**src/hw/rtl/animation_playhead_controller_defines.svh**
```systemverilog
// assertion macros shared by the playhead controller rtl
// no dependencies; expects clk and rst_n in the scope of each use
`ifndef ANIMATION_PLAYHEAD_CONTROLLER_DEFINES_SVH
`define ANIMATION_PLAYHEAD_CONTROLLER_DEFINES_SVH

`ifndef SYNTHESIS
`define APC_ASSERT_HOLDS(label, ante, cons) \
    label: assert property (@(posedge clk) disable iff (!rst_n) (ante) |-> (cons)) \
        else $error("apc assertion failed");
`define APC_ASSERT_NEXT(label, ante, cons) \
    label: assert property (@(posedge clk) disable iff (!rst_n) (ante) |=> (cons)) \
        else $error("apc assertion failed");
`else
`define APC_ASSERT_HOLDS(label, ante, cons)
`define APC_ASSERT_NEXT(label, ante, cons)
`endif

`endif

```
**src/hw/rtl/apc_pkg.sv**
```systemverilog
// widths, codes and shared types of the animation playhead controller
// no dependencies
package apc_pkg;

    localparam int TIME_W          = 32;
    localparam int SPEED_W         = 16;
    localparam int SPEED_FRAC_BITS = 8;
    localparam int PROD_W          = TIME_W + SPEED_W;
    localparam int ADV_W           = PROD_W - SPEED_FRAC_BITS;
    localparam int CYC_W           = TIME_W + 1;
    localparam int NEXT_W          = ((ADV_W > CYC_W) ? ADV_W : CYC_W) + 1;
    localparam int MOD_CNT_W       = $clog2(NEXT_W + 1);
    localparam int OP_W            = 3;
    localparam int MODE_W          = 2;
    localparam int CFG_IDX_W       = 2;
    localparam int CFG_DATA_W      = TIME_W;

    localparam logic [MODE_W-1:0] MODE_ONCE = 2'd0;
    localparam logic [MODE_W-1:0] MODE_LOOP = 2'd1;

    localparam logic [CFG_IDX_W-1:0] REG_PLAY_MODE     = 2'd0;
    localparam logic [CFG_IDX_W-1:0] REG_CLIP_DURATION = 2'd1;
    localparam logic [CFG_IDX_W-1:0] REG_SPEED_FACTOR  = 2'd2;

    localparam logic [MODE_W-1:0]  PLAY_MODE_RESET     = MODE_ONCE;
    localparam logic [TIME_W-1:0]  CLIP_DURATION_RESET = 32'h0001_0000;
    localparam logic [SPEED_W-1:0] SPEED_FACTOR_RESET  = 16'h0100;

    typedef enum logic [OP_W-1:0] {
        OP_UPDATE  = 3'd0,
        OP_PLAY    = 3'd1,
        OP_PAUSE   = 3'd2,
        OP_RESTART = 3'd3,
        OP_STOP    = 3'd4
    } op_t;

    typedef enum logic [2:0] {
        ST_IDLE,
        ST_MULT,
        ST_ADD,
        ST_MOD,
        ST_RESULT
    } state_t;

    typedef struct packed {
        logic busy;
        logic done;
    } mod_stat_t;

endpackage

```
**src/hw/rtl/apc_mod_unit.sv**
```systemverilog
// bit-serial restoring remainder unit, one dividend bit per cycle
// depends on apc_pkg
module apc_mod_unit
(
    input  logic                       clk,
    input  logic                       rst_n,
    input  logic                       start,
    input  logic [apc_pkg::NEXT_W-1:0] dividend,
    input  logic [apc_pkg::CYC_W-1:0]  divisor,
    output logic [apc_pkg::CYC_W-1:0]  remainder,
    output apc_pkg::mod_stat_t         stat
);

    logic [apc_pkg::NEXT_W-1:0]    dvd_reg, dvd_next;
    logic [apc_pkg::CYC_W-1:0]     dsr_reg, dsr_next;
    logic [apc_pkg::CYC_W-1:0]     rem_reg, rem_next;
    logic [apc_pkg::MOD_CNT_W-1:0] cnt_reg, cnt_next;
    logic                          busy_reg, busy_next;
    logic                          done_reg, done_next;
    logic [apc_pkg::CYC_W:0]       rem_sh;
    logic [apc_pkg::CYC_W+1:0]     diff;

    always_comb
    begin
        rem_sh    = {rem_reg, dvd_reg[apc_pkg::NEXT_W-1]};
        diff      = {1'b0, rem_sh} - {2'b00, dsr_reg};
        dvd_next  = dvd_reg;
        dsr_next  = dsr_reg;
        rem_next  = rem_reg;
        cnt_next  = cnt_reg;
        busy_next = busy_reg;
        done_next = 1'b0;
        if (start)
        begin
            dvd_next  = dividend;
            dsr_next  = divisor;
            rem_next  = '0;
            cnt_next  = apc_pkg::MOD_CNT_W'(apc_pkg::NEXT_W);
            busy_next = 1'b1;
        end
        else if (busy_reg)
        begin
            dvd_next = {dvd_reg[apc_pkg::NEXT_W-2:0], 1'b0};
            // keep the shifted remainder when the trial subtract borrows
            rem_next = diff[apc_pkg::CYC_W+1] ? rem_sh[apc_pkg::CYC_W-1:0]
                                              : diff[apc_pkg::CYC_W-1:0];
            cnt_next = cnt_reg - apc_pkg::MOD_CNT_W'(1);
            if (cnt_reg == apc_pkg::MOD_CNT_W'(1))
            begin
                busy_next = 1'b0;
                done_next = 1'b1;
            end
        end
    end

    always_ff @(posedge clk or negedge rst_n)
    begin
        if (!rst_n)
        begin
            busy_reg <= 1'b0;
            done_reg <= 1'b0;
            cnt_reg  <= '0;
        end
        else
        begin
            busy_reg <= busy_next;
            done_reg <= done_next;
            cnt_reg  <= cnt_next;
        end
    end

    always_ff @(posedge clk)
    begin
        dvd_reg <= dvd_next;
        dsr_reg <= dsr_next;
        rem_reg <= rem_next;
    end

    assign remainder = rem_reg;
    assign stat      = {busy_reg, done_reg};

endmodule

```
**src/hw/rtl/animation_playhead_controller.sv**
```systemverilog
// animation playhead controller: sequencer, playhead state and result register
// depends on apc_pkg, apc_mod_unit and animation_playhead_controller_defines.svh
//
// usage
//   s_axis carries one operation per transaction: tuser holds the op code,
//   tdata the elapsed time (Q16.16) for an update. m_axis returns exactly one
//   result per operation: previous and current playhead time in tdata and the
//   status flags in tuser.
//   cfg_we/cfg_index/cfg_data write play mode, clip duration and speed; write
//   them only while no operation is in flight.
//   a non-update op, or an update that does not run, goes straight to the result
//   state; a once-mode update first passes the multiply and add states; a loop
//   or ping-pong update with a nonzero duration also waits in the mod state for
//   the bit-serial remainder unit, stepping through the 41-bit next position
//   one bit per cycle. s_axis_tready is high only while idle, so no op is taken
//   until the last is done; the next may be taken while the last result waits.
//   if the receiver stalls, the finished result is held in the output register
//   and a following result waits in the sequencer until it drains.
//   reset: config returns to once mode, one second, speed 1.0; the playhead is
//   at zero, playing and not completed.
`include "animation_playhead_controller_defines.svh"

module animation_playhead_controller
(
    input  logic                            clk,
    input  logic                            rst_n,
    input  logic                            cfg_we,
    input  logic [apc_pkg::CFG_IDX_W-1:0]   cfg_index,
    input  logic [apc_pkg::CFG_DATA_W-1:0]  cfg_data,
    input  logic                            s_axis_tvalid,
    output logic                            s_axis_tready,
    input  logic [31:0]                     s_axis_tdata,  // [31:0] delta_time
    input  logic [2:0]                      s_axis_tuser,  // [2:0] op
    output logic                            m_axis_tvalid,
    input  logic                            m_axis_tready,
    output logic [63:0]                     m_axis_tdata,  // [31:0] previous_time,
                                                           // [63:32] current_time
    output logic [3:0]                      m_axis_tuser   // [0] pose_changed,
                                                           // [1] completed_now,
                                                           // [2] is_playing,
                                                           // [3] is_completed
);

    localparam int TW = apc_pkg::TIME_W;
    localparam int CW = apc_pkg::CYC_W;
    localparam int NW = apc_pkg::NEXT_W;

    logic [apc_pkg::MODE_W-1:0]  play_mode_reg;
    logic [TW-1:0]               clip_duration_reg;
    logic [apc_pkg::SPEED_W-1:0] speed_factor_reg;

    apc_pkg::state_t             state_reg, state_next;
    logic [TW-1:0]               delta_reg, delta_next;
    logic [apc_pkg::PROD_W-1:0]  product_reg, product_next;
    logic [CW-1:0]               cycle_position_reg, cycle_position_next;
    logic [TW-1:0]               playhead_time_reg, playhead_time_next;
    logic                        playing_flag_reg, playing_flag_next;
    logic                        completed_flag_reg, completed_flag_next;
    logic [TW-1:0]               res_prev_reg, res_prev_next;
    logic                        res_changed_reg, res_changed_next;
    logic                        res_done_now_reg, res_done_now_next;
    logic                        out_valid_reg, out_valid_next;
    logic [63:0]                 out_data_reg, out_data_next;
    logic [3:0]                  out_user_reg, out_user_next;

    logic                        in_accept;
    logic                        mod_start;
    logic [CW-1:0]               mod_divisor;
    logic [CW-1:0]               mod_rem;
    apc_pkg::mod_stat_t          mod_stat;
    logic [apc_pkg::ADV_W-1:0]   advance;
    logic [NW-1:0]               next_pos;
    logic                        reach_end;
    logic [TW-1:0]               mirror_time;

    assign in_accept = s_axis_tvalid && s_axis_tready;

    // loop wraps at the duration, ping-pong (mode two or three) at twice it
    assign mod_divisor = (play_mode_reg == apc_pkg::MODE_LOOP) ? {1'b0, clip_duration_reg}
                                                               : {clip_duration_reg, 1'b0};

    assign advance   = product_reg[apc_pkg::PROD_W-1:apc_pkg::SPEED_FRAC_BITS];
    assign next_pos  = NW'(cycle_position_reg) + NW'(advance);
    assign reach_end = next_pos >= NW'(clip_duration_reg);

    // back half of the ping-pong cycle runs backwards
    always_comb
    begin
        if (mod_rem <= {1'b0, clip_duration_reg})
        begin
            mirror_time = mod_rem[TW-1:0];
        end
        else
        begin
            mirror_time = TW'(mod_divisor - mod_rem);
        end
    end

    apc_mod_unit u_mod
    (
        .clk       (clk),
        .rst_n     (rst_n),
        .start     (mod_start),
        .dividend  (next_pos),
        .divisor   (mod_divisor),
        .remainder (mod_rem),
        .stat      (mod_stat)
    );

    always_ff @(posedge clk or negedge rst_n)
    begin
        if (!rst_n)
        begin
            play_mode_reg     <= apc_pkg::PLAY_MODE_RESET;
            clip_duration_reg <= apc_pkg::CLIP_DURATION_RESET;
            speed_factor_reg  <= apc_pkg::SPEED_FACTOR_RESET;
        end
        else if (cfg_we)
        begin
            unique case (cfg_index)
                apc_pkg::REG_PLAY_MODE:
                begin
                    play_mode_reg <= cfg_data[apc_pkg::MODE_W-1:0];
                end
                apc_pkg::REG_CLIP_DURATION:
                begin
                    clip_duration_reg <= cfg_data[TW-1:0];
                end
                apc_pkg::REG_SPEED_FACTOR:
                begin
                    speed_factor_reg <= cfg_data[apc_pkg::SPEED_W-1:0];
                end
                default:
                begin
                end
            endcase
        end
    end

    always_comb
    begin
        state_next          = state_reg;
        delta_next          = delta_reg;
        product_next        = product_reg;
        cycle_position_next = cycle_position_reg;
        playhead_time_next  = playhead_time_reg;
        playing_flag_next   = playing_flag_reg;
        completed_flag_next = completed_flag_reg;
        res_prev_next       = res_prev_reg;
        res_changed_next    = res_changed_reg;
        res_done_now_next   = res_done_now_reg;
        out_valid_next      = out_valid_reg && !m_axis_tready;
        out_data_next       = out_data_reg;
        out_user_next       = out_user_reg;
        mod_start           = 1'b0;
        s_axis_tready       = 1'b0;

        unique case (state_reg)
            apc_pkg::ST_IDLE:
            begin
                s_axis_tready = 1'b1;
                if (s_axis_tvalid)
                begin
                    delta_next        = s_axis_tdata;
                    res_prev_next     = playhead_time_reg;
                    res_changed_next  = 1'b0;
                    res_done_now_next = 1'b0;
                    state_next        = apc_pkg::ST_RESULT;
                    unique case (apc_pkg::op_t'(s_axis_tuser))
                        apc_pkg::OP_UPDATE:
                        begin
                            if (playing_flag_reg && (s_axis_tdata != '0))
                            begin
                                state_next = apc_pkg::ST_MULT;
                            end
                        end
                        apc_pkg::OP_PLAY:
                        begin
                            playing_flag_next = 1'b1;
                            if (completed_flag_reg)
                            begin
                                playhead_time_next  = '0;
                                cycle_position_next = '0;
                                completed_flag_next = 1'b0;
                            end
                        end
                        apc_pkg::OP_PAUSE:
                        begin
                            playing_flag_next = 1'b0;
                        end
                        apc_pkg::OP_RESTART:
                        begin
                            playhead_time_next  = '0;
                            cycle_position_next = '0;
                            playing_flag_next   = 1'b1;
                            completed_flag_next = 1'b0;
                        end
                        apc_pkg::OP_STOP:
                        begin
                            playhead_time_next  = '0;
                            cycle_position_next = '0;
                            playing_flag_next   = 1'b0;
                            completed_flag_next = 1'b0;
                        end
                        default:
                        begin
                        end
                    endcase
                end
            end
            apc_pkg::ST_MULT:
            begin
                product_next = apc_pkg::PROD_W'(delta_reg) * apc_pkg::PROD_W'(speed_factor_reg);
                state_next   = apc_pkg::ST_ADD;
            end
            apc_pkg::ST_ADD:
            begin
                priority if (play_mode_reg == apc_pkg::MODE_ONCE)
                begin
                    if (reach_end)
                    begin
                        cycle_position_next = CW'(clip_duration_reg);
                        playhead_time_next  = clip_duration_reg;
                        playing_flag_next   = 1'b0;
                    end
                    else
                    begin
                        cycle_position_next = next_pos[CW-1:0];
                        playhead_time_next  = next_pos[TW-1:0];
                    end
                    completed_flag_next = reach_end;
                    res_done_now_next   = reach_end && !completed_flag_reg;
                    res_changed_next    = (reach_end ? clip_duration_reg : next_pos[TW-1:0])
                                          != res_prev_reg;
                    state_next          = apc_pkg::ST_RESULT;
                end
                else if (clip_duration_reg == '0)
                begin
                    cycle_position_next = '0;
                    playhead_time_next  = '0;
                    completed_flag_next = 1'b0;
                    res_changed_next    = res_prev_reg != '0;
                    state_next          = apc_pkg::ST_RESULT;
                end
                else
                begin
                    mod_start  = 1'b1;
                    state_next = apc_pkg::ST_MOD;
                end
            end
            apc_pkg::ST_MOD:
            begin
                if (mod_stat.done)
                begin
                    cycle_position_next = mod_rem;
                    completed_flag_next = 1'b0;
                    if (play_mode_reg == apc_pkg::MODE_LOOP)
                    begin
                        playhead_time_next = mod_rem[TW-1:0];
                        res_changed_next   = mod_rem[TW-1:0] != res_prev_reg;
                    end
                    else
                    begin
                        playhead_time_next = mirror_time;
                        res_changed_next   = mirror_time != res_prev_reg;
                    end
                    state_next = apc_pkg::ST_RESULT;
                end
            end
            apc_pkg::ST_RESULT:
            begin
                if (!out_valid_reg || m_axis_tready)
                begin
                    out_valid_next = 1'b1;
                    out_data_next  = {playhead_time_reg, res_prev_reg};
                    out_user_next  = {completed_flag_reg, playing_flag_reg,
                                      res_done_now_reg, res_changed_reg};
                    state_next     = apc_pkg::ST_IDLE;
                end
            end
            default:
            begin
                state_next = apc_pkg::ST_IDLE;
            end
        endcase
    end

    always_ff @(posedge clk or negedge rst_n)
    begin
        if (!rst_n)
        begin
            state_reg          <= apc_pkg::ST_IDLE;
            cycle_position_reg <= '0;
            playhead_time_reg  <= '0;
            playing_flag_reg   <= 1'b1;
            completed_flag_reg <= 1'b0;
            out_valid_reg      <= 1'b0;
        end
        else
        begin
            state_reg          <= state_next;
            cycle_position_reg <= cycle_position_next;
            playhead_time_reg  <= playhead_time_next;
            playing_flag_reg   <= playing_flag_next;
            completed_flag_reg <= completed_flag_next;
            out_valid_reg      <= out_valid_next;
        end
    end

    always_ff @(posedge clk)
    begin
        delta_reg        <= delta_next;
        product_reg      <= product_next;
        res_prev_reg     <= res_prev_next;
        res_changed_reg  <= res_changed_next;
        res_done_now_reg <= res_done_now_next;
        out_data_reg     <= out_data_next;
        out_user_reg     <= out_user_next;
    end

    assign m_axis_tvalid = out_valid_reg;
    assign m_axis_tdata  = out_data_reg;
    assign m_axis_tuser  = out_user_reg;

    `APC_ASSERT_HOLDS(a_completed_not_playing, completed_flag_reg, !playing_flag_reg)
    `APC_ASSERT_NEXT(a_busy_after_accept, in_accept, !s_axis_tready)
    `APC_ASSERT_HOLDS(a_mod_done_in_mod, mod_stat.done, state_reg == apc_pkg::ST_MOD)
    `APC_ASSERT_HOLDS(a_mod_busy_in_mod, mod_stat.busy, state_reg == apc_pkg::ST_MOD)

endmodule

```
**config.mk**
```make
export PLATFORM = sky130hd
export DESIGN_NAME = animation_playhead_controller
export DESIGN_NICKNAME = d
export VERILOG_FILES = /design/src/hw/rtl/apc_pkg.sv /design/src/hw/rtl/apc_mod_unit.sv /design/src/hw/rtl/animation_playhead_controller.sv
export VERILOG_INCLUDE_DIRS = /design/src /design/src/hw/rtl
export SDC_FILE = /design/constraint.sdc
export NUM_CORES = 2
export LEC_CHECK = 0
export ABC_AREA = 1
export BUFFER_PORTS_ARGS = -buffer_cell sky130_fd_sc_hd__buf_2
export CORE_MARGIN = 2
export CORE_UTILIZATION = 50
export DETAILED_ROUTE_END_ITERATION = 8
export HOLD_SLACK_MARGIN = 0.02
export PLACE_DENSITY = 0.67
export SLEW_MARGIN = 20
export SYNTH_ARGS = -nofsm -noshare
export SYNTH_HDL_FRONTEND = slang
export SYNTH_SLANG_ARGS = --single-unit
```
**constraint.sdc**
```tcl
create_clock -name clk -period 7.8 [get_ports clk]
set_clock_uncertainty 0.15 [all_clocks]
set_input_delay 0.39 -clock clk [delete_from_list [all_inputs] [get_ports clk]]
set_output_delay 0.39 -clock clk [all_outputs]
set_load 0.02 [all_outputs]
```
==> metrics.md <==
| Metric | Value |
|---|---|
| Run status | `finished, final reports clean` |
| Mean area per synthesized cell | `8.13 um2` |
| Vias/cell | `5.46` |
| Max Cap Viol | `0` |
| TNS Setup | `0 ps` |
| Top cell type's share of synthesized area | `20.6%` |
| Final min period | `slightly above 7000 ps` |
| Die height | `a little under 300 um` |
| Postcts setup bufs | `0` |
| Type of the worst min-delay path | `input pin to flip-flop` |
| Required @ worst endpoint | `between 8000 and 9000 ps` |
| Most used DFF post-synth | `edfxtp_1` |
| Clock-pin slew on the worst setup and hold paths | `60 ps` |
| IO Count | `144` |
| Worst setup SP type | `flip-flop` |
| Largest buffer count on any clock path | `3` |
| 1st-pass router iterations | `7` |
| GPL Wtd Cong | `0.963` |
| Final Cycle Share | `91.2%` |
| Antenna-violating nets left | `0` |
| Clock latency at the later pin of the worst-skew pair | `620 ps` |
| Drt first-iter violations | `approximately 2,700` |
| Die Wd | `290 um` |
| Final hold vios | `0` |
| Port buffer count | `~140` |
| CP max FO | `22` |
| Synth top area cells | `fa_1 21%, edfxtp_1 18%, nand2_1 12%` |
| EDFF count, synth | `248` |
| R2R Path End | `product_reg[45]` |
| Setup Crit Path Kind | `flip-flop to flip-flop` |
| Place WS | `731 ps` |
| Reg2reg setup slack | `a little under 700 ps` |
| Initial Util | `50.7%` |
| WL final | `roughly 130,000 um` |
| Register area share after synthesis | `27.7%` |
| Critical R2R Launch | `speed_factor_reg[2]` |
| Post-Layout Cell Count | `6,235` |
| Crit path DAT | `7320 ps` |
| DR vias | `34,100` |
| Critical path launch point | `speed_factor_reg[2]` |
| Seq cells post-synth | `410` |
| Syn nets | `between 5,000 and 6,000` |
| FP Rows | `between 100 and 150` |
| Nets | `5,909` |
| Clock Sinks | `410` |
| DIE AREA | `0.0841 mm2` |
| Worst setup margin | `689 ps` |
| Share of layout cells above drive strength 1 | `6.65%` |
| Cts repair resizes | `0` |
| Synthesized instance count | `just over 5,000` |
| Largest area contributor in the netlist | `fa_1` |
| CTS root buffer | `clkbuf_16` |
| WL/cell | `20.1 um` |
| TritonCTS clock tree | `built` |
| Relative slew slack | `28.9%` |
| TritonCTS buffer count | `48` |
| GRT Resource Usage Total | `between 30% and 40%` |
| Worst setup endpoint | `product_reg[45]` |
| Worst slew pin tran | `between 1000 and 1500 ps` |
| Fin area | `0.0449 mm2` |
| Core Region | `0.0807 mm2` |
| Post-DP Area | `0.0425 mm2` |
| Area delta synth->final | `9.79%` |
| Fin. max-slew vios | `0` |
| Post-synthesis async set-or-reset flop share | `31.5%` |
| Final setup fails | `0` |
| Vias in the first global route | `34,400` |
| Largest net degree at the start of global routing | `74` |
| Cells on worst reg2reg path | `24` |
| Yosys warns | `0` |
| DPL Wire Length | `approximately 99,000 um` |
| Maximum clock frequency | `0.141 GHz` |
| DRC | `0` |
| Gr ovfl total | `0` |
| Antenna cells | `0` |
| Post-Syn Area | `between 0.04 and 0.05 mm2` |
| Crit. End Element | `flip-flop` |
| Inst Count DP | `6,078` |
| Antenna violations before repair | `2` |
| Max FFs per register | `64` |
| H-tree levels | `2` |
| First-pass GRT wire length | `around 200,000 um` |
| Yosys cell types | `63` |
| RSZ-0062 raised after global routing | `false` |
==> layout by cell type (no fill, tap or decap), drive strengths merged, types with 3 or more instances in the layout <==
master       count
and3             7
nor4            25
clkinvlp         3
or2              7
dlygate4sd3     66
clkinv          20
fa             420
a21oi          274
a211oi           6
edfxtp         248
a2bb2oi         56
o21ai          254
nand3          125
inv            989
o31ai            3
o21a            21
xnor2           43
dfxtp           33
clkbuf          61
nor3            24
nor2           275
a21boi           9
a31o             5
o211ai          22
nand2         1316
xor2            96
ha             280
bufinv           4
dfrtp          126
nand4           57
a21o            17
buf            191
o22ai           27
a31oi           23
o21bai          14
nand3b           9
dfstp            3
==> repair_timing <==
item | CTS | global route
endpoints found under the setup margin | 0 | 0
endpoints found under the hold margin | 148 | 0
hold buffers | 66 | 0
==> Yosys cell counts (14+ instances only) <==
| cell | count |
|---|---|
| a21o_1 | 17 |
| a21oi_1 | 274 |
| a2bb2oi_1 | 56 |
| a31oi_1 | 23 |
| clkbuf_1 | 183 |
| dfrtp_1 | 126 |
| dfxtp_1 | 33 |
| edfxtp_1 | 248 |
| fa_1 | 420 |
| ha_1 | 280 |
| inv_1 | 979 |
| nand2_1 | 1290 |
| nand2_2 | 26 |
| nand3_1 | 119 |
| nand4_1 | 57 |
| nor2_1 | 269 |
| nor3_1 | 24 |
| nor4_1 | 25 |
| o211ai_1 | 22 |
| o21a_1 | 21 |
| o21ai_0 | 232 |
| o21ai_1 | 14 |
| o22ai_1 | 27 |
| xnor2_1 | 43 |
| xor2_1 | 96 |
==> through the flow <==
| step | hold WS [ps] | util [%] |
|---|---|---|
| after floorplan | -55.6 | - |
| after global placement | 310 | 52.7 |
| after detailed placement | 315 | 52.7 |
| after CTS | 21.7 | 55.6 |
| after global routing | 67.1 | 55.6 |
| final | 45.4 | 55.6 |
==> cells by family after synthesis <==
group	Yosys count	share of synthesized area [%]
compound gates	744	10.6
xor+xnor	140	3.03
fa+ha+maj	700	29.1
buf+inv	1188	11.1
flops	410	27.7
simple gates	1847	18.4
==> worst max-delay path, cell delays in order, from the launching register on <==
cell	delay, ps
dfrtp_1	570
buf_4	360
nand2_1	130
fa_1	550
inv_1	60
fa_1	520
inv_1	50
fa_1	490
inv_1	50
fa_1	530
inv_1	50
fa_1	470
inv_1	50
fa_1	430
ha_1	370
nand2_1	90
nor2_1	170
nand2_1	70
o21ai_0	400
a31oi_1	210
o21ai_0	430
a31oi_1	230
nor2_1	190
a21oi_1	100
xor2_1	150
==> area by class of cell <==
cell class / count / area, um2
Inverter: 987 / 3700
Tap cell: 1060 / 1330
Clock buffer: 61 / 1340
Clock inverter: 29 / 308
Multi-Input combinational cell: 3431 / 25100
Sequential cell: 410 / 11300
Fill cell: 7464 / 35800
Timing Repair Buffer: 257 / 1780
==> layer usage <==
layer	wire length, um	share of wire [%]	track usage [%]	vias to the layer above
li1	-	-	-	16100
met1	52000	42	39.5	16500
met2	59300	47	50.8	1245
met3	7870	6.3	3.52	294
met4	5900	4.7	12.3	2
met5	16	0.013	0	-
==> worst min-delay path by stage <==
stage                          startpoint  slack, ps  cells after the start              endpoint
global placement    playhead_time_reg[25]        310                      0      res_prev_reg[25]
finish                             cfg_we         50                      3      play_mode_reg[1]
CTS                                cfg_we         20                      3      play_mode_reg[0]
global route                  cfg_data[6]         70                      3   speed_factor_reg[6]
floorplan                           rst_n        -60                      0  clip_duration_reg[0]
detailed placement  playhead_time_reg[25]        320                      0      res_prev_reg[25]
Power is left out: the tool's default activity adds up to more than one toggle a clock period on the data nets, which glitch-free logic cannot reach.
